### config.mk
export PLATFORM = sky130hd
export DESIGN_NAME = stepper_window_motion_controller
export DESIGN_NICKNAME = d
export VERILOG_FILES = /design/src/hdl/swmc_pkg.sv /design/src/hdl/swmc_csr.sv /design/src/hdl/swmc_front.sv /design/src/hdl/swmc_back.sv /design/src/hdl/stepper_window_motion_controller.sv
export SDC_FILE = /design/constraint.sdc
export NUM_CORES = 1
export LEC_CHECK = 0
export ABC_AREA = 1
export BUFFER_PORTS_ARGS = -buffer_cell sky130_fd_sc_hd__buf_4
export CAP_MARGIN = 20
export CELL_PAD_IN_SITES_DETAIL_PLACEMENT = 1
export CELL_PAD_IN_SITES_GLOBAL_PLACEMENT = 1
export CORE_ASPECT_RATIO = 2
export CORE_MARGIN = 2
export CORE_UTILIZATION = 47
export CTS_CLUSTER_DIAMETER = 100
export DETAILED_ROUTE_END_ITERATION = 10
export MAX_ROUTING_LAYER = met4
export PLACE_DENSITY = 0.95
export SYNTH_ARGS = -nofsm -noshare
export SYNTH_HDL_FRONTEND = slang
export SYNTH_SLANG_ARGS = --single-unit
### constraint.sdc
create_clock -name clock -period 17.1 [get_ports clock]
set_input_delay 3.42 -clock clock [delete_from_list [all_inputs] [get_ports clock]]
set_output_delay 3.42 -clock clock [all_outputs]
set_load 0.01 [all_outputs]
### src/hdl/swmc_pkg.sv
package swmc_pkg;

   localparam int FINEST_MICROSTEPS    = 64;
   localparam int TICKS_PER_SPEED_UNIT = 1;
   localparam int QUIET_EXTRA_TICKS    = 64;
   localparam int BACKOFF_STEPS        = 2000;
   localparam int POSITION_BITS        = 32;

   localparam int POS_W     = POSITION_BITS;
   localparam int HALF_W    = $clog2(255 * TICKS_PER_SPEED_UNIT + QUIET_EXTRA_TICKS + 1);
   localparam int STEP_W    = $clog2(FINEST_MICROSTEPS / 8 + 1);
   localparam int BACKOFF_W = $clog2(BACKOFF_STEPS + 1);
   localparam int ADDR_W    = 5;
   localparam int DATA_W    = 32;

   localparam logic [1:0] RES_FINEST  = 2'd3;
   localparam logic [7:0] SEEK_SPEED  = 8'd2;
   localparam logic [7:0] BACK_SPEED  = 8'd1;
   localparam logic [7:0] SLOW_SPEED  = 8'd4;

   typedef enum logic [2:0] {
      OP_NONE    = 3'd0,
      OP_OPEN    = 3'd1,
      OP_CLOSE   = 3'd2,
      OP_HOME    = 3'd3,
      OP_STOP    = 3'd4,
      OP_SET_RES = 3'd5,
      OP_ENABLE  = 3'd6,
      OP_DISABLE = 3'd7
   } op_type;

   typedef enum logic [2:0] {
      MD_IDLE    = 3'd0,
      MD_OPEN    = 3'd1,
      MD_CLOSE   = 3'd2,
      MD_SEEK    = 3'd3,
      MD_RELEASE = 3'd4,
      MD_BACKOFF = 3'd5,
      MD_SLOW    = 3'd6,
      MD_ALIGN   = 3'd7
   } mode_type;

   typedef enum logic [2:0] {
      REG_SPEED           = 3'd0,
      REG_EXTRA_DELAY     = 3'd1,
      REG_HOME_DIRECTION  = 3'd2,
      REG_OPEN_DIRECTION  = 3'd3,
      REG_CLOSE_DIRECTION = 3'd4,
      REG_OPEN_TARGET     = 3'd5,
      REG_CLOSED_TARGET   = 3'd6
   } reg_type;

   typedef struct packed {
      logic              stop;
      logic              drv_on;
      logic              drv_off;
      logic              open;
      logic              close;
      logic              home;
      logic              set_res;
      logic              limit_home;
      logic              limit_open;
      logic              limit_closed;
      logic [1:0]        res_code;
   } cmd_type;

   typedef struct packed {
      logic [7:0]        speed;
      logic              extra_delay;
      logic              home_direction;
      logic              open_direction;
      logic              close_direction;
      logic signed [31:0] open_target;
      logic signed [31:0] closed_target;
   } csr_type;

   function automatic logic [HALF_W-1:0] half_for(input logic [7:0] spd, input logic quiet);
      int h;
      h = int'(spd) * TICKS_PER_SPEED_UNIT + (quiet ? QUIET_EXTRA_TICKS : 0);
      if (h == 0) begin
         h = 1;
      end
      return HALF_W'(h);
   endfunction

   function automatic logic [STEP_W-1:0] step_size(input logic [1:0] code);
      int s;
      s = FINEST_MICROSTEPS >> (3 + int'(code));
      if (s == 0) begin
         s = 1;
      end
      return STEP_W'(s);
   endfunction

   function automatic logic [POS_W-1:0] to_pos(input logic signed [31:0] t);
      return POS_W'(t);
   endfunction

endpackage

### src/hdl/swmc_csr.sv
module swmc_csr (
   input  logic                          clock,
   input  logic                          reset,
   input  logic                          psel,
   input  logic                          penable,
   input  logic                          pwrite,
   input  logic [swmc_pkg::ADDR_W-1:0]   paddr,
   input  logic [swmc_pkg::DATA_W-1:0]   pwdata,
   output logic [swmc_pkg::DATA_W-1:0]   prdata,
   output logic                          pready,
   output swmc_pkg::csr_type             csr
);

   swmc_pkg::csr_type csr_ff;
   swmc_pkg::csr_type csr_in;
   swmc_pkg::reg_type reg_sel;
   logic              wr_en;

   assign reg_sel = swmc_pkg::reg_type'(paddr[4:2]);
   assign wr_en   = psel & penable & pwrite;
   assign pready  = 1'b1;
   assign csr     = csr_ff;

   always_comb begin
      csr_in = csr_ff;
      if (wr_en) begin
         unique case (reg_sel)
            swmc_pkg::REG_SPEED:           csr_in.speed           = pwdata[7:0];
            swmc_pkg::REG_EXTRA_DELAY:     csr_in.extra_delay     = pwdata[0];
            swmc_pkg::REG_HOME_DIRECTION:  csr_in.home_direction  = pwdata[0];
            swmc_pkg::REG_OPEN_DIRECTION:  csr_in.open_direction  = pwdata[0];
            swmc_pkg::REG_CLOSE_DIRECTION: csr_in.close_direction = pwdata[0];
            swmc_pkg::REG_OPEN_TARGET:     csr_in.open_target     = signed'(pwdata);
            swmc_pkg::REG_CLOSED_TARGET:   csr_in.closed_target   = signed'(pwdata);
            default: begin
            end
         endcase
      end
   end

   always_comb begin
      unique case (reg_sel)
         swmc_pkg::REG_SPEED:           prdata = {24'd0, csr_ff.speed};
         swmc_pkg::REG_EXTRA_DELAY:     prdata = {31'd0, csr_ff.extra_delay};
         swmc_pkg::REG_HOME_DIRECTION:  prdata = {31'd0, csr_ff.home_direction};
         swmc_pkg::REG_OPEN_DIRECTION:  prdata = {31'd0, csr_ff.open_direction};
         swmc_pkg::REG_CLOSE_DIRECTION: prdata = {31'd0, csr_ff.close_direction};
         swmc_pkg::REG_OPEN_TARGET:     prdata = csr_ff.open_target;
         swmc_pkg::REG_CLOSED_TARGET:   prdata = csr_ff.closed_target;
         default:                       prdata = '0;
      endcase
   end

   always_ff @(posedge clock) begin
      if (reset) begin
         csr_ff.speed           <= 8'd1;
         csr_ff.extra_delay     <= 1'b0;
         csr_ff.home_direction  <= 1'b0;
         csr_ff.open_direction  <= 1'b0;
         csr_ff.close_direction <= 1'b1;
         csr_ff.open_target     <= '0;
         csr_ff.closed_target   <= '0;
      end else begin
         csr_ff <= csr_in;
      end
   end

endmodule

### src/hdl/swmc_front.sv
module swmc_front (
   input  logic              clock,
   input  logic              reset,
   input  logic              req_valid,
   output logic              req_stall,
   input  logic [2:0]        req_operation,
   input  logic              req_limit_home,
   input  logic              req_limit_open,
   input  logic              req_limit_closed,
   input  logic [1:0]        req_resolution_code,
   output logic              deq_valid,
   input  logic              deq_ready,
   output swmc_pkg::cmd_type deq_cmd
);

   swmc_pkg::cmd_type mem_ff [2];
   swmc_pkg::cmd_type cmd;
   swmc_pkg::op_type  op;
   logic              wr_ptr_ff, wr_ptr_in;
   logic              rd_ptr_ff, rd_ptr_in;
   logic [1:0]        count_ff, count_in;
   logic              push;
   logic              pop;

   assign op = swmc_pkg::op_type'(req_operation);

   always_comb begin
      cmd              = '0;
      cmd.limit_home   = req_limit_home;
      cmd.limit_open   = req_limit_open;
      cmd.limit_closed = req_limit_closed;
      cmd.res_code     = req_resolution_code;
      unique case (op)
         swmc_pkg::OP_NONE:    begin end
         swmc_pkg::OP_OPEN:    cmd.open    = 1'b1;
         swmc_pkg::OP_CLOSE:   cmd.close   = 1'b1;
         swmc_pkg::OP_HOME:    cmd.home    = 1'b1;
         swmc_pkg::OP_STOP:    cmd.stop    = 1'b1;
         swmc_pkg::OP_SET_RES: cmd.set_res = 1'b1;
         swmc_pkg::OP_ENABLE:  cmd.drv_on  = 1'b1;
         swmc_pkg::OP_DISABLE: cmd.drv_off = 1'b1;
      endcase
   end

   assign req_stall = (count_ff == 2'd2);
   assign push      = req_valid & ~req_stall;
   assign deq_valid = (count_ff != 2'd0);
   assign pop       = deq_valid & deq_ready;
   assign deq_cmd   = mem_ff[rd_ptr_ff];

   always_comb begin
      wr_ptr_in = push ? ~wr_ptr_ff : wr_ptr_ff;
      rd_ptr_in = pop ? ~rd_ptr_ff : rd_ptr_ff;
      count_in  = count_ff + {1'b0, push} - {1'b0, pop};
   end

   always_ff @(posedge clock) begin
      if (reset) begin
         wr_ptr_ff <= 1'b0;
         rd_ptr_ff <= 1'b0;
         count_ff  <= 2'd0;
      end else begin
         wr_ptr_ff <= wr_ptr_in;
         rd_ptr_ff <= rd_ptr_in;
         count_ff  <= count_in;
      end
   end

   always_ff @(posedge clock) begin
      if (push) begin
         mem_ff[wr_ptr_ff] <= cmd;
      end
   end

endmodule

### src/hdl/swmc_back.sv
module swmc_back (
   input  logic                     clock,
   input  logic                     reset,
   input  swmc_pkg::csr_type        csr,
   input  logic                     deq_valid,
   output logic                     deq_ready,
   input  swmc_pkg::cmd_type        deq_cmd,
   output logic                     rsp_valid,
   input  logic                     rsp_stall,
   output logic                     rsp_step_pulse,
   output logic                     rsp_dir_level,
   output logic [1:0]               rsp_microstep_pins,
   output logic                     rsp_enable_n,
   output logic signed [31:0]       rsp_position,
   output logic                     rsp_busy_res,
   output logic                     rsp_done_res,
   output logic                     rsp_success
);

   logic [swmc_pkg::POS_W-1:0]     pos_ff, pos_in;
   logic [1:0]                     res_ff, res_in;
   logic                           dir_ff, dir_in;
   logic                           pulse_ff, pulse_in;
   logic [swmc_pkg::HALF_W-1:0]    timer_ff, timer_in;
   logic [swmc_pkg::HALF_W-1:0]    half_ff, half_in;
   swmc_pkg::mode_type             mode_ff, mode_in;
   logic [swmc_pkg::BACKOFF_W-1:0] backoff_ff, backoff_in;
   logic                           stop_ff, stop_in;
   logic                           enable_ff, enable_in;
   logic                           sdir_ff, sdir_in;
   logic [1:0]                     sres_ff, sres_in;

   logic                           rsp_valid_ff, rsp_valid_in;
   logic                           step_out_ff;
   logic                           dir_out_ff;
   logic [1:0]                     res_out_ff;
   logic                           enable_out_ff;
   logic signed [31:0]             pos_out_ff;
   logic                           busy_out_ff;
   logic                           done_out_ff;
   logic                           succ_out_ff;

   logic                           take;
   logic                           done;
   logic                           succ;
   logic                           step_out;
   logic                           start;
   logic [swmc_pkg::HALF_W-1:0]    start_half;
   logic                           pulse_mid;
   logic [swmc_pkg::HALF_W-1:0]    timer_mid;
   logic [swmc_pkg::HALF_W-1:0]    timer_dec;
   logic                           limit_hit;
   logic [swmc_pkg::POS_W-1:0]     target;
   logic [swmc_pkg::STEP_W-1:0]    low_bits;
   logic [swmc_pkg::STEP_W-1:0]    mag;
   logic                           pos_neg;

   assign take      = deq_valid & (~rsp_valid_ff | ~rsp_stall);
   assign deq_ready = take;
   assign pos_neg   = pos_ff[swmc_pkg::POS_W-1];
   assign low_bits  = pos_ff[swmc_pkg::STEP_W-1:0];

   always_comb begin
      pos_in     = pos_ff;
      res_in     = res_ff;
      dir_in     = dir_ff;
      pulse_in   = pulse_ff;
      timer_in   = timer_ff;
      half_in    = half_ff;
      mode_in    = mode_ff;
      backoff_in = backoff_ff;
      stop_in    = stop_ff;
      enable_in  = enable_ff;
      sdir_in    = sdir_ff;
      sres_in    = sres_ff;
      done       = 1'b0;
      succ       = 1'b0;
      step_out   = 1'b0;
      start      = 1'b0;
      start_half = '0;
      limit_hit  = 1'b0;
      target     = '0;
      mag        = '0;

      priority if (deq_cmd.stop) begin
         stop_in = 1'b1;
      end else if (deq_cmd.drv_on) begin
         enable_in = 1'b0;
      end else if (deq_cmd.drv_off) begin
         enable_in = 1'b1;
      end else if (mode_ff == swmc_pkg::MD_IDLE) begin
         priority if (deq_cmd.open) begin
            dir_in  = csr.open_direction;
            stop_in = 1'b0;
            mode_in = swmc_pkg::MD_OPEN;
         end else if (deq_cmd.close) begin
            dir_in  = csr.close_direction;
            stop_in = 1'b0;
            mode_in = swmc_pkg::MD_CLOSE;
         end else if (deq_cmd.home) begin
            sdir_in = dir_ff;
            sres_in = res_ff;
            dir_in  = csr.home_direction;
            res_in  = swmc_pkg::RES_FINEST;
            mode_in = swmc_pkg::MD_SEEK;
         end else if (deq_cmd.set_res) begin
            if (deq_cmd.res_code < res_ff) begin
               sdir_in = dir_ff;
               sres_in = deq_cmd.res_code;
               mode_in = swmc_pkg::MD_ALIGN;
            end else begin
               res_in = deq_cmd.res_code;
               done   = 1'b1;
               succ   = 1'b1;
            end
         end else begin
         end
      end else begin
      end

      if (mode_in != swmc_pkg::MD_IDLE && !pulse_ff && timer_ff == '0) begin
         unique case (mode_in)
            swmc_pkg::MD_OPEN, swmc_pkg::MD_CLOSE: begin
               limit_hit = (mode_in == swmc_pkg::MD_OPEN) ? deq_cmd.limit_open
                                                          : deq_cmd.limit_closed;
               target    = (mode_in == swmc_pkg::MD_OPEN) ? swmc_pkg::to_pos(csr.open_target)
                                                          : swmc_pkg::to_pos(csr.closed_target);
               priority if (stop_in) begin
                  mode_in = swmc_pkg::MD_IDLE;
                  done    = 1'b1;
                  succ    = 1'b0;
               end else if (limit_hit || pos_ff == target) begin
                  mode_in = swmc_pkg::MD_IDLE;
                  done    = 1'b1;
                  succ    = 1'b1;
               end else begin
                  start      = 1'b1;
                  start_half = swmc_pkg::half_for(csr.speed, csr.extra_delay);
               end
            end
            swmc_pkg::MD_SEEK: begin
               start = 1'b1;
               if (deq_cmd.limit_home) begin
                  mode_in    = swmc_pkg::MD_RELEASE;
                  dir_in     = ~csr.home_direction;
                  start_half = swmc_pkg::half_for(swmc_pkg::BACK_SPEED, csr.extra_delay);
               end else begin
                  start_half = swmc_pkg::half_for(swmc_pkg::SEEK_SPEED, csr.extra_delay);
               end
            end
            swmc_pkg::MD_RELEASE: begin
               start      = 1'b1;
               start_half = swmc_pkg::half_for(swmc_pkg::BACK_SPEED, csr.extra_delay);
               if (!deq_cmd.limit_home) begin
                  mode_in    = swmc_pkg::MD_BACKOFF;
                  backoff_in = swmc_pkg::BACKOFF_W'(swmc_pkg::BACKOFF_STEPS - 1);
               end
            end
            swmc_pkg::MD_BACKOFF: begin
               if (backoff_ff == '0) begin
                  mode_in = swmc_pkg::MD_SLOW;
                  dir_in  = csr.home_direction;
                  if (deq_cmd.limit_home) begin
                     pos_in  = '0;
                     dir_in  = sdir_in;
                     res_in  = sres_in;
                     mode_in = swmc_pkg::MD_IDLE;
                     done    = 1'b1;
                     succ    = 1'b1;
                  end else begin
                     start      = 1'b1;
                     start_half = swmc_pkg::half_for(swmc_pkg::SLOW_SPEED, csr.extra_delay);
                  end
               end else begin
                  backoff_in = backoff_ff - swmc_pkg::BACKOFF_W'(1);
                  start      = 1'b1;
                  start_half = swmc_pkg::half_for(swmc_pkg::BACK_SPEED, csr.extra_delay);
               end
            end
            swmc_pkg::MD_SLOW: begin
               if (deq_cmd.limit_home) begin
                  pos_in  = '0;
                  dir_in  = sdir_in;
                  res_in  = sres_in;
                  mode_in = swmc_pkg::MD_IDLE;
                  done    = 1'b1;
                  succ    = 1'b1;
               end else begin
                  start      = 1'b1;
                  start_half = swmc_pkg::half_for(swmc_pkg::SLOW_SPEED, csr.extra_delay);
               end
            end
            swmc_pkg::MD_ALIGN: begin
               mag = (pos_neg ? (~low_bits + swmc_pkg::STEP_W'(1)) : low_bits)
                     & (swmc_pkg::step_size(sres_in) - swmc_pkg::STEP_W'(1));
               if (mag < swmc_pkg::step_size(res_in)) begin
                  dir_in  = sdir_in;
                  res_in  = sres_in;
                  mode_in = swmc_pkg::MD_IDLE;
                  done    = 1'b1;
                  succ    = 1'b1;
               end else begin
                  dir_in     = ~pos_neg && (pos_ff != '0);
                  start      = 1'b1;
                  start_half = swmc_pkg::half_for(csr.speed, csr.extra_delay);
               end
            end
            swmc_pkg::MD_IDLE: begin
            end
         endcase
      end

      if (start) begin
         half_in = start_half;
      end
      pulse_mid = start ? 1'b1 : pulse_ff;
      timer_mid = start ? start_half : timer_ff;
      timer_dec = timer_mid - swmc_pkg::HALF_W'(1);
      pulse_in  = pulse_mid;
      timer_in  = timer_mid;

      if (pulse_mid || timer_mid != '0) begin
         step_out = pulse_mid;
         timer_in = timer_dec;
         if (timer_dec == '0) begin
            if (pulse_mid) begin
               pulse_in = 1'b0;
               timer_in = half_in;
            end else if (dir_in) begin
               pos_in = pos_in - swmc_pkg::POS_W'(swmc_pkg::step_size(res_in));
            end else begin
               pos_in = pos_in + swmc_pkg::POS_W'(swmc_pkg::step_size(res_in));
            end
         end
      end

      rsp_valid_in = take | (rsp_valid_ff & rsp_stall);
   end

   always_ff @(posedge clock) begin
      if (reset) begin
         pos_ff       <= '0;
         res_ff       <= swmc_pkg::RES_FINEST;
         dir_ff       <= 1'b0;
         pulse_ff     <= 1'b0;
         timer_ff     <= '0;
         half_ff      <= swmc_pkg::HALF_W'(1);
         mode_ff      <= swmc_pkg::MD_IDLE;
         backoff_ff   <= '0;
         stop_ff      <= 1'b0;
         enable_ff    <= 1'b0;
         sdir_ff      <= 1'b0;
         sres_ff      <= 2'd0;
         rsp_valid_ff <= 1'b0;
      end else begin
         rsp_valid_ff <= rsp_valid_in;
         if (take) begin
            pos_ff     <= pos_in;
            res_ff     <= res_in;
            dir_ff     <= dir_in;
            pulse_ff   <= pulse_in;
            timer_ff   <= timer_in;
            half_ff    <= half_in;
            mode_ff    <= mode_in;
            backoff_ff <= backoff_in;
            stop_ff    <= stop_in;
            enable_ff  <= enable_in;
            sdir_ff    <= sdir_in;
            sres_ff    <= sres_in;
         end
      end
   end

   always_ff @(posedge clock) begin
      if (take) begin
         step_out_ff   <= step_out;
         dir_out_ff    <= dir_in;
         res_out_ff    <= res_in;
         enable_out_ff <= enable_in;
         pos_out_ff    <= 32'(signed'(pos_in));
         busy_out_ff   <= (mode_in != swmc_pkg::MD_IDLE);
         done_out_ff   <= done;
         succ_out_ff   <= done & succ;
      end
   end

   assign rsp_valid          = rsp_valid_ff;
   assign rsp_step_pulse     = step_out_ff;
   assign rsp_dir_level      = dir_out_ff;
   assign rsp_microstep_pins = res_out_ff;
   assign rsp_enable_n       = enable_out_ff;
   assign rsp_position       = pos_out_ff;
   assign rsp_busy_res       = busy_out_ff;
   assign rsp_done_res       = done_out_ff;
   assign rsp_success        = succ_out_ff;

endmodule

### src/hdl/stepper_window_motion_controller.sv
// Channel   Direction  Handshake             Contents
// req_      in         req_valid/req_stall   one tick: operation, limit levels, resolution
// rsp_      out        rsp_valid/rsp_stall   one tick result: step, direction, position, status
// csr       in/out     psel/penable/pready   configuration registers at 4*index
//
// One request is accepted per clock while req_stall is low; each request yields exactly one response.
// A request passes through a two-entry queue and the execution stage, so its
// response is presented from the registered outputs of the execution stage.
// Reset is synchronous and restores idle mode, position zero and finest resolution.
// A stalled response holds in the output register while the queue keeps accepting until it is full.
module stepper_window_motion_controller (
   input  logic                         clock,
   input  logic                         reset,
   input  logic                         req_valid,
   output logic                         req_stall,
   input  logic [2:0]                   req_operation,
   input  logic                         req_limit_home,
   input  logic                         req_limit_open,
   input  logic                         req_limit_closed,
   input  logic [1:0]                   req_resolution_code,
   output logic                         rsp_valid,
   input  logic                         rsp_stall,
   output logic                         rsp_step_pulse,
   output logic                         rsp_dir_level,
   output logic [1:0]                   rsp_microstep_pins,
   output logic                         rsp_enable_n,
   output logic signed [31:0]           rsp_position,
   output logic                         rsp_busy_res,
   output logic                         rsp_done_res,
   output logic                         rsp_success,
   input  logic                         psel,
   input  logic                         penable,
   input  logic                         pwrite,
   input  logic [swmc_pkg::ADDR_W-1:0]  paddr,
   input  logic [swmc_pkg::DATA_W-1:0]  pwdata,
   output logic [swmc_pkg::DATA_W-1:0]  prdata,
   output logic                         pready
);

   swmc_pkg::csr_type csr;
   swmc_pkg::cmd_type deq_cmd;
   logic              deq_valid;
   logic              deq_ready;

   swmc_csr u_csr (
      .clock   (clock),
      .reset   (reset),
      .psel    (psel),
      .penable (penable),
      .pwrite  (pwrite),
      .paddr   (paddr),
      .pwdata  (pwdata),
      .prdata  (prdata),
      .pready  (pready),
      .csr     (csr)
   );

   swmc_front u_front (
      .clock               (clock),
      .reset               (reset),
      .req_valid           (req_valid),
      .req_stall           (req_stall),
      .req_operation       (req_operation),
      .req_limit_home      (req_limit_home),
      .req_limit_open      (req_limit_open),
      .req_limit_closed    (req_limit_closed),
      .req_resolution_code (req_resolution_code),
      .deq_valid           (deq_valid),
      .deq_ready           (deq_ready),
      .deq_cmd             (deq_cmd)
   );

   swmc_back u_back (
      .clock              (clock),
      .reset              (reset),
      .csr                (csr),
      .deq_valid          (deq_valid),
      .deq_ready          (deq_ready),
      .deq_cmd            (deq_cmd),
      .rsp_valid          (rsp_valid),
      .rsp_stall          (rsp_stall),
      .rsp_step_pulse     (rsp_step_pulse),
      .rsp_dir_level      (rsp_dir_level),
      .rsp_microstep_pins (rsp_microstep_pins),
      .rsp_enable_n       (rsp_enable_n),
      .rsp_position       (rsp_position),
      .rsp_busy_res       (rsp_busy_res),
      .rsp_done_res       (rsp_done_res),
      .rsp_success        (rsp_success)
   );

endmodule

==> results by group, run 1 <==
Layout
  – Nets@finish: 2331
  – Synth-to-layout area growth: 13.0%
  – Multi-input logic area: 7680 um2
  – Core Util, Final: 0.537
  – Share of cells above drive strength 1: 0.103
  – Register area: 5020 um2
  – Final cell area excluding filler cells: 16100 um2
  – Ant. Diodes: 0
  – Non-filler instance count after layout: 2621
  – Filler cells: 4027

Global routing
  – Remaining global-route overflow: 0
  – Largest net degree at the start of global routing: 99
  – GRT Resource Usage Total: 0.352
  – Initial antenna violation count: 0
  – First-pass GRT wire length: 87100 um
  – Vias in the first global route: 16500

Timing
  – Slew HR: 0.339
  – Clk_skew: 0.0197 ns
  – Fmax: 0.113 GHz
  – Tmin final: 8.84 ns
  – RSZ-0062 raised after global routing: no
  – Tcrit/Tclk final: 0.517
  – Final hold vios: 0
  – Slew Limit Fails: 0
  – Setup TNS: 0 ns
  – Tightest Pin Transition: 0.991 ns
  – Final setup violation count: 0

Floorplan
  – Die height: 250 um
  – Core area: 30100 um2
  – Initial core utilization: 0.475
  – Ports: 127
  – Rows: 90
  – Die Wd: 127 um
  – Die area: 31900 um2

Clocking
  – H-tree depth: 1
  – Hold Buf Count CTS: 0
  – CTS clk-pin slew, worst paths: 0.07 ns
  – Total CTS buffers: 22
  – Clk_lat worst skew: 0.54 ns
  – Maximum clock path buffer count: 3
  – Clock root buffer: clkbuf_16
  – CTS tree: done
  – Post-CTS setup buffers: 0
  – Clock sinks: 219
  – Post_cts resized: 0

Power and ir drop
  – Pwr/cell area: 218 nW/um2
  – Pleak: 7.79 nW
  – Peak supply drop: 130 uV
  – Pwr Total: 3.52 mW

Synthesis
  – Yosys warns: 0
  – Ys flop type: dfxtp_1
  – Synthesized area per cell: 6.60 um2
  – Register area share after synthesis: 0.352
  – Syn Inst Count: 2162
  – Post-synthesis mux area share: 0
  – Area fraction in compound gates after synthesis: 0.159
  – Syn nets: 2255
  – #FFs+latches synth: 219
  – Main combinational cell family by area after synthesis: simple AND/OR/NAND/NOR gates
  – Largest area contributor in the netlist: dfxtp_1
  – Simple-Gate Fraction of Synth Area: 0.327
  – Yosys cell types: 57
  – Mapped Area: 14300 um2
  – Post-Synth XOR/XNOR Area: 0.0135
  – Adder-Cell Fraction of Synth Area: 0.0365
  – Post-synth ARST share: 0
  – EDFF count, synth: 64
  – Synth area leaders: dfxtp_1 (22%), nand2_1 (14%), edfxtp_1 (13%)
  – Yosys top cell area share: 0.217

Worst setup path
  – CP max-delay cell: nand3_2
  – CP Max Fanout: 42
  – Worst EP arrival: 9.07 ns
  – Crit path largest cell delay: 0.97 ns
  – Crit path buffers/inverters: 8
  – Critical path type: reg -> reg
  – CP Data Required Time: 17.33 ns
  – Startpoint Class: flop
  – Worst setup EP type: flop
  – Most used cell, CP: nand2_1
  – Reg2Reg Setup Slack: 8.26 ns
  – Crit-path leading delay family: simple AND/OR/NAND/NOR gates

Place
  – Placer Congestion: 1.00
  – Post-DP HPWL: 41100 um
  – DP Area: 15400 um2
  – PortBufs: 123
  – Placed instance count: 2580

Run
  – Number of max-cap violations: 0

Outcome
  – Status: finished, final reports clean

Route
  – DRT iter0 DRCs: 1062
  – First-pass iteration count of the detailed router: 6
  – DRT antenna net count: 0
  – Vias per cell: 6.02
  – Routed vias: 15800
  – Residual DRC: 0
  – Overall routed net length: 55800 um
  – WL per Instance: 21.3 um

Hold path
  – HP Class: reg -> reg
-- final cells by class --
class / count / area share
clock inverter: 9 / 0.00636
tap: 368 / 0.0285
inverter: 310 / 0.0723
sequential: 219 / 0.311
clock buffer: 30 / 0.0402
multi-input combinational: 1544 / 0.476
timing repair buffer: 141 / 0.0656
-- layout by cell type (no fill, tap or decap), drive strengths merged, types with 3 or more instances in the layout --
cell / synthesis / layout
o221ai: 6 / 6
nand2: 539 / 539
nor3: 22 / 22
a22o: 10 / 10
o31ai: 4 / 4
buf: 35 / 141
nor2: 218 / 218
and2: 6 / 6
nand3: 156 / 156
a21boi: 4 / 4
a21oi: 167 / 167
o22ai: 17 / 17
inv: 308 / 308
or2: 11 / 11
nor4: 13 / 13
o21ai: 175 / 175
nand4: 85 / 85
edfxtp: 64 / 64
xnor2: 3 / 3
clkbuf: 54 / 30
nand3b: 12 / 12
o21bai: 8 / 8
xor2: 19 / 19
ha: 40 / 40
o21a: 3 / 3
a31oi: 8 / 8
clkinv: 2 / 8
dfxtp: 155 / 155
-- cell usage after synthesis (11+ instances only) --
library cell,number
nor4_1,13
nor2_1,214
nand2_1,530
inv_1,297
o22ai_1,17
nor3_1,22
inv_2,11
buf_2,19
edfxtp_1,64
xor2_1,19
clkbuf_1,54
nand4_1,85
nand3b_1,12
a21oi_1,163
nand3_1,146
o21ai_1,16
dfxtp_1,155
ha_1,40
o21ai_0,157
-- report_power, final --
group          switching [mW]  total, mW  internal [mW]
sequential             0.0850      0.782          0.698
combinational            1.57       2.22          0.651
clock                   0.226      0.523          0.297
-- worst paths after layout --
path                                                      from                          endpoint  cells after the start
worst max-delay path                                      flop  u_back.rsp_position[5]$_DFFE_PP_                     36
worst min-delay path            u_front.rd_ptr_ff$_SDFFE_PP0P_    u_front.rd_ptr_ff$_SDFFE_PP0P_                      1
worst max register to register                            flop  u_back.rsp_position[5]$_DFFE_PP_                     36
worst min register to register  u_front.rd_ptr_ff$_SDFFE_PP0P_    u_front.rd_ptr_ff$_SDFFE_PP0P_                      1
-- cells by family (layout without fill, tap and decap cells) --
family,Yosys count,in the layout
AND/OR/NAND/NOR,1067,1067
AO/OA/AOI/OAI,412,412
buffers and inverters,399,490
flip-flops,219,219
adder cells (fa/ha/maj),41,41
XOR/XNOR,22,22
other,2,2
-- sequential cells by signal (all words and copies together), names as in the netlist, 2 cells and up, named ones only --
register and cells:
u_back.backoff_ff 11, u_back.half_ff 9, u_back.mode_ff 3, u_back.pos_ff 32, u_back.res_ff 2, u_back.rsp_microstep_pins 2, u_back.rsp_position 32, u_back.sres_ff 2
u_back.timer_ff 9, u_csr.csr 76, u_front.count_ff 2, u_front.mem_ff 24
-- stage by stage --
| step | worst slack, ns | hold slack (ns) |
|---|---|---|
| 6_report | 8.26 | 0.467 |
| 5_1_grt | 7.77 | 0.494 |
| 4_1_cts | 8.48 | 0.470 |
| 3_5_place_dp | 8.50 | 0.460 |
| 3_3_place_gp | 8.53 | 0.437 |
| 2_1_floorplan | 9.12 | 0.422 |
-- layer usage --
metal  vias to the layer above  track usage  part of all wire
li1                       7273            -                 -
met1                      7665        0.380              0.37
met2                       620        0.614              0.51
met3                       213       0.0305             0.047
met4                         0        0.223             0.073
met5                         -            -                 0
No activity file was read; power rests on OpenSTA's default activity.
==> run 2, diff against run 1 <==
Settings changed: CORE_UTILIZATION 47 to 39, PLACE_DENSITY 0.95 to 0.88.
Clock period 17.1 ns to 7.53 ns, I/O delays scaled along.
==> run 2 against run 1 <==
Compared with the run above: worst hold slack better by 0.0013 ns; flip-flop and latch count stayed put; critical endpoint is now u_back.rsp_position[28]$_DFFE_PP_; setup slack worse by 7.7 ns; clock skew is 0.0099 ns lower; maximum frequency is 27% higher; first-iteration DRC count is 12% lower; final cell count is 4.0% higher; sequential power is 130% higher; register-to-register slack worse by 7.7 ns; sequential share of layout area is 0.47 points lower; critical path type unchanged; wire length is 0.36% lower; via count is 1.5% lower.
==> results by group, run 2 (synthesis results as in run 1) <==
Clocking
  – CTS clk-pin slew, worst paths: 0.07 ns (about the same)
  – Clock sinks: 219 (unchanged)
  – Hold Buf Count CTS: 0 (unchanged)
  – CTS tree: done
  – Maximum clock path buffer count: 3 (unchanged)
  – Clock root buffer: clkbuf_16
  – H-tree depth: 1 (unchanged)
  – Post-CTS setup buffers: 0 (unchanged)
  – Clk_lat worst skew: 0.53 ns (about the same)
  – Total CTS buffers: 23 (+4.5%)
  – Post_cts resized: 0 (unchanged)

Worst setup path
  – Worst EP arrival: 7.27 ns (-1.80 ns)
  – CP max-delay cell: o21ai_0
  – Crit path buffers/inverters: 8 (unchanged)
  – Most used cell, CP: nand2_1
  – Crit path largest cell delay: 0.57 ns (-0.40 ns)
  – Reg-to-reg endpoint: u_back.rsp_position[28]$_DFFE_PP_
  – Startpoint Class: flop
  – Reg2Reg Setup Slack: 0.55 ns (-7.71 ns)
  – CP Max Fanout: 13 (-69%)
  – Cells on worst reg2reg path: 36 (unchanged)
  – Critical path depth in cells: 36 (unchanged)
  – Crit-path leading delay family: simple AND/OR/NAND/NOR gates
  – Critical path type: reg -> reg
  – Worst setup EP type: flop
  – CP endpoint: u_back.rsp_position[28]$_DFFE_PP_
  – CP Data Required Time: 7.81 ns (-9.52 ns)

Layout
  – Nets@finish: 2348 (+0.73%)
  – Multi-input logic area: 7680 um2 (about the same)
  – Ant. Diodes: 0 (unchanged)
  – Share of cells above drive strength 1: 0.110 (+0.00711)
  – Most frequent cells in the layout: nand2_1 (530), inv_1 (296), nor2_1 (214)
  – Synth-to-layout area growth: 14.8%
  – Commonest non-fill, non-tap cell in the layout: nand2_1
  – Non-filler instance count after layout: 2725 (+4.0%)
  – Filler cells: 4776 (+19%)
  – Register area: 5020 um2 (unchanged)
  – Max FFs per register: 76 (unchanged)

Timing
  – Setup TNS: 0 ns (unchanged)
  – Tmin final: 6.98 ns (-1.86 ns)
  – Slew HR: 0.308 (-0.0314)
  – Tcrit/Tclk final: 0.927 (+0.410)
  – Slew Limit Fails: 0 (unchanged)
  – Final setup violation count: 0 (unchanged)
  – Setup ws final: 0.547 ns (-7.71 ns)
  – Clk_skew: 0.00978 ns (-0.00995 ns)
  – Fmax: 0.143 GHz (+27%)
  – Final hold vios: 0 (unchanged)
  – RSZ-0062 raised after global routing: no
  – Tightest Pin Transition: 1.03 ns (+0.0433 ns)

Route
  – DRT antenna net count: 0 (unchanged)
  – Residual DRC: 0 (unchanged)
  – Routed vias: 15500 (-1.5%)
  – First-pass iteration count of the detailed router: 5 (-1)
  – Vias per cell: 5.70 (-5.3%)
  – WL per Instance: 20.4 um (-4.2%)
  – DRT iter0 DRCs: 935 (-12%)
  – Overall routed net length: 55600 um (-0.36%)

Floorplan
  – Die Wd: 139 um (+9.5%)
  – Core area: 36300 um2 (+21%)
  – Die height: 275 um (+9.6%)
  – Rows: 99 (+10%)
  – Initial core utilization: 0.393 (-0.0815)
  – Ports: 127 (unchanged)
  – Die area: 38200 um2 (+20%)

Global routing
  – First-pass GRT wire length: 86300 um (-0.93%)
  – Largest net degree at the start of global routing: 99 (unchanged)
  – Remaining global-route overflow: 0 (unchanged)
  – Initial antenna violation count: 0 (unchanged)
  – Vias in the first global route: 16400 (-0.45%)
  – GRT Resource Usage Total: 0.289 (-0.0627)

Power and ir drop
  – Pwr/cell area: 491 nW/um2 (+130%)
  – Pleak: 7.87 nW (+1.0%)
  – Peak supply drop: 287 uV (+120%)

Place
  – PortBufs: 123 (unchanged)
  – Placement Setup Slack: 0.568 ns (-7.93 ns)
  – Post-DP HPWL: 42700 um (+3.9%)
  – Placed instance count: 2683 (+4.0%)
  – Placer Congestion: 0.992 (-1.1%)

Outcome
  – Status: finished, final reports clean

Hold path
  – HP Class: reg -> reg

Run
  – Number of max-cap violations: 0 (unchanged)
[run 2: cell types whose count changed in the layout (fill, tap and decap cells not counted), moves of 2 or more]
cell	before	now
inv_4	1	3
clkinv_2	6	2
a21oi_1	163	161
buf_4	141	156
clkbuf_8	2	6
a21oi_2	2	4
[run 2: layout make-up]
class	instances	area share
timing repair buffer	157	0.0727
clock inverter	8	0.00466
multi-input combinational	1544	0.469
clock buffer	33	0.0412
tap	454	0.0347
inverter	310	0.0712
sequential	219	0.307
[run 2: power breakdown]
| group | switching [mW] | internal (mW) |
|---|---|---|
| Sequential | 0.178 | 1.58 |
| Combinational | 3.55 | 1.56 |
| Clock | 0.519 | 0.660 |
| Total | 4.25 | 3.80 |
[run 2: per-stage QoR]
step	power [mW]	utilization	cell area, um2	hold slack [ns]
finish	8.05	0.451	16400	0.468
global route	8.67	0.451	16400	0.493
CTS	8.01	0.451	16400	0.473
detailed placement	6.78	0.430	15600	0.461
global placement	6.58	0.430	15600	0.438
floorplan	5.13	-	14300	0.422
[run 2: worst register-to-register path: cells and delay by family (launching register included)]
| family | cells | cell delay (ns) |
|---|---|---|
| buf+inv | 8 | 0.90 |
| fa+ha+maj | 4 | 1.19 |
| compound gates | 5 | 1.37 |
| simple gates | 19 | 2.89 |
| flops | 1 | 0.36 |
[run 2: worst min path at each step]
stage | end | slack (ns) | from | cells after the start
2_1_floorplan | u_back.backoff_ff[0]$_SDFFE_PP0P_ | 0.42 | u_back.backoff_ff[0]$_SDFFE_PP0P_ | 1
3_3_place_gp | u_front.rd_ptr_ff$_SDFFE_PP0P_ | 0.44 | u_front.rd_ptr_ff$_SDFFE_PP0P_ | 1
3_5_place_dp | u_back.backoff_ff[0]$_SDFFE_PP0P_ | 0.46 | u_back.backoff_ff[0]$_SDFFE_PP0P_ | 1
4_1_cts | u_back.backoff_ff[0]$_SDFFE_PP0P_ | 0.47 | u_back.backoff_ff[0]$_SDFFE_PP0P_ | 1
5_1_grt | u_back.backoff_ff[0]$_SDFFE_PP0P_ | 0.49 | u_back.backoff_ff[0]$_SDFFE_PP0P_ | 1
6_report | u_back.backoff_ff[0]$_SDFFE_PP0P_ | 0.47 | u_back.backoff_ff[0]$_SDFFE_PP0P_ | 1
[run 2: per-layer routing]
layer	vias up	part of all wire	global-route usage
met5	-	0	-
met4	0	0.062	0.164
met3	170	0.030	0.0216
met2	434	0.53	0.536
met1	7613	0.38	0.299
li1	7313	-	-
==> run 3, diff against run 2 <==
Settings changed: CORE_UTILIZATION 39 to 31, MAX_ROUTING_LAYER met4 to not set, PLACE_DENSITY 0.88 to 0.75.
==> run 3 against run 2 <==
Compared with the run above: die area is 25% higher; largest cell class unchanged; sequential share of layout area is 0.054 points lower; wire length is 1.4% higher.
==> results by group, run 3 (synthesis results as in run 1) <==
Clocking
  – Maximum clock path buffer count: 3 (unchanged)
  – CTS tree: done
  – H-tree depth: 1 (unchanged)
  – Total CTS buffers: 22 (-4.3%)
  – Clock root buffer: clkbuf_16
  – CTS clk-pin slew, worst paths: 0.06 ns (about the same)
  – Clock sinks: 219 (unchanged)
  – Post-CTS setup buffers: 0 (unchanged)
  – Clk_lat worst skew: 0.53 ns (about the same)

Floorplan
  – Die area: 47900 um2 (+25%)
  – Ports: 127 (unchanged)
  – Rows: 111 (+12%)
  – Initial core utilization: 0.312 (-0.0809)
  – Die Wd: 156 um (+12%)
  – Core area: 45700 um2 (+26%)
  – Die height: 308 um (+12%)

Power and ir drop
  – Pint: 3.69 mW (-2.8%)
  – P_sw: 4.16 mW (-2.0%)
  – Clock share of power: 0.142 (-0.004)
  – Part of the power in registers: 0.223 (+0.004)
  – Pwr/cell area: 479 nW/um2 (-2.6%)
  – Combinational Power Share: 0.635 (about the same)
  – Sw Share: 0.530 (+0.00206)
  – Peak supply drop: 199 uV (-31%)
  – Pleak: 7.80 nW (-0.88%)

Global routing
  – First-pass GRT wire length: 87700 um (+1.7%)
  – GRT Resource Usage Total: 0.233 (-0.0561)
  – Remaining global-route overflow: 0 (unchanged)
  – Largest net degree at the start of global routing: 80 (-19%)
  – Vias in the first global route: 16000 (-2.7%)
  – Initial antenna violation count: 0 (unchanged)

Layout
  – Multi-input logic area: 7680 um2 (unchanged)
  – Nets@finish: 2338 (-0.43%)
  – Filler cells: 5868 (+23%)
  – Max FFs per register: 76 (unchanged)
  – Commonest non-fill, non-tap cell in the layout: nand2_1
  – Ant. Diodes: 0 (unchanged)
  – Register area: 5020 um2 (unchanged)
  – Most frequent cells in the layout: nand2_1 (530), inv_1 (296), nor2_1 (214)
  – Share of cells above drive strength 1: 0.105 (-0.00438)
  – Synth-to-layout area growth: 15.0%
  – Final cell area excluding filler cells: 16400 um2 (+0.18%)

Route
  – Vias per cell: 5.35 (-6.1%)
  – Routed vias: 15100 (-2.6%)
  – DRT antenna net count: 0 (unchanged)
  – Overall routed net length: 56400 um (+1.4%)
  – WL per Instance: 19.9 um (-2.2%)
  – Residual DRC: 0 (unchanged)
  – DRT iter0 DRCs: 905 (-3.2%)
  – First-pass iteration count of the detailed router: 5 (unchanged)

Place
  – Placer Congestion: 0.962 (-3.0%)
  – DP Area: 15700 um2 (+0.51%)
  – Post-DP HPWL: 43800 um (+2.7%)
  – PortBufs: 123 (unchanged)

Worst setup path
  – CP Max Fanout: 13 (unchanged)
  – Worst setup EP type: flop
  – Critical path type: reg -> reg
  – Crit path largest cell delay: 0.34 ns (-0.23 ns)
  – Worst EP arrival: 7.28 ns (about the same)
  – CP Data Required Time: 7.96 ns (+0.15 ns)
  – Startpoint Class: flop
  – CP endpoint: u_back.pos_ff[27]$_SDFFE_PP0P_
  – CP max-delay cell: dfxtp_1
  – Reg-to-reg endpoint: u_back.pos_ff[27]$_SDFFE_PP0P_
  – Reg2Reg Setup Slack: 0.68 ns (+0.13 ns)
  – Most used cell, CP: nand2_1
  – Cells on worst reg2reg path: 46 (+28%)

Timing
  – Final hold vios: 0 (unchanged)
  – Tightest Pin Transition: 1.10 ns (+0.0687 ns)
  – RSZ-0062 raised after global routing: no
  – Tmin final: 6.85 ns (-0.133 ns)
  – Fmax: 0.146 GHz (+1.9%)
  – Tcrit/Tclk final: 0.910 (-0.0177)
  – Clk_skew: 0.0114 ns (+0.00159 ns)
  – Final setup violation count: 0 (unchanged)
  – Slew Limit Fails: 0 (unchanged)
  – Slew HR: 0.262 (-0.0460)
  – Setup TNS: 0 ns (unchanged)

Run
  – Number of max-cap violations: 0 (unchanged)

Outcome
  – Status: finished, final reports clean

Hold path
  – HP Class: reg -> reg
run 3: cell types whose count changed in the layout (fill, tap and decap cells not counted), moves of 2 or more:
cell,before,now
clkinv_1,1,3
clkinvlp_2,0,3
clkbuf_8,6,2
buf_4,156,147
inv_6,0,2
inv_4,3,1
clkinvlp_4,2,0
run 3: power by group through the flow:
stage	clock, mW	combinational [mW]	sequential [mW]
global placement	0	4.82	1.77
detailed placement	0	4.95	1.78
floorplan	0	3.34	1.78
global route	1.18	5.59	1.79
finish	1.11	4.99	1.76
CTS	1.14	4.98	1.76
run 3: per-layer routing:
layer	vias to the layer above	part of all wire	GRT usage
li1	7287	-	-
met1	7382	0.39	0.255
met2	338	0.53	0.446
met3	118	0.028	0.0151
met4	0	0.052	0.115
met5	-	0	0
run 3: through the flow:
step	worst slack [ns]	power [mW]	hold slack (ns)	cells	util
after floorplan	1.93	5.13	0.422	2162	-
after global placement	0.821	6.60	0.437	2786	0.344
after detailed placement	0.606	6.73	0.449	2786	0.344
after CTS	0.595	7.88	0.457	2826	0.359
after global routing	0.0126	8.56	0.492	2826	0.359
final	0.681	7.86	0.463	2826	0.359
run 3: final cells by class:
type	count	area share
multi-input cells	1544	0.468
well taps	565	0.0431
repair buffers	148	0.0685
inverters	310	0.0711
flip-flops and latches	219	0.306
clock inverters	12	0.00434
clock buffers	28	0.0387
run 3: worst min path at each step:
stage	slack, ns	startpoint	end	cells after the start
after floorplan	0.42	u_back.backoff_ff[0]$_SDFFE_PP0P_	u_back.backoff_ff[0]$_SDFFE_PP0P_	1
after global placement	0.44	u_front.rd_ptr_ff$_SDFFE_PP0P_	u_front.rd_ptr_ff$_SDFFE_PP0P_	1
after detailed placement	0.45	u_front.rd_ptr_ff$_SDFFE_PP0P_	flop	1
after CTS	0.46	u_front.rd_ptr_ff$_SDFFE_PP0P_	u_front.rd_ptr_ff$_SDFFE_PP0P_	1
after global routing	0.49	u_back.backoff_ff[0]$_SDFFE_PP0P_	u_back.backoff_ff[0]$_SDFFE_PP0P_	1
final	0.46	u_front.rd_ptr_ff$_SDFFE_PP0P_	flop	1
run 3: critical path, delay by kind of cell (launching register included):
kind                       cells  cell delay, ns
adders and majority gates      4            1.13
and+or+nand+nor               29            3.39
buffers and inverters          7            0.63
AOI/OAI and AO/OA              6            1.24
DFF                            1            0.34
run 3: repair_timing:
action / in CTS / in global routing
resized for setup: 0 / 2
endpoints found under the setup margin: 0 / 8
hold buffers: 0 / 0
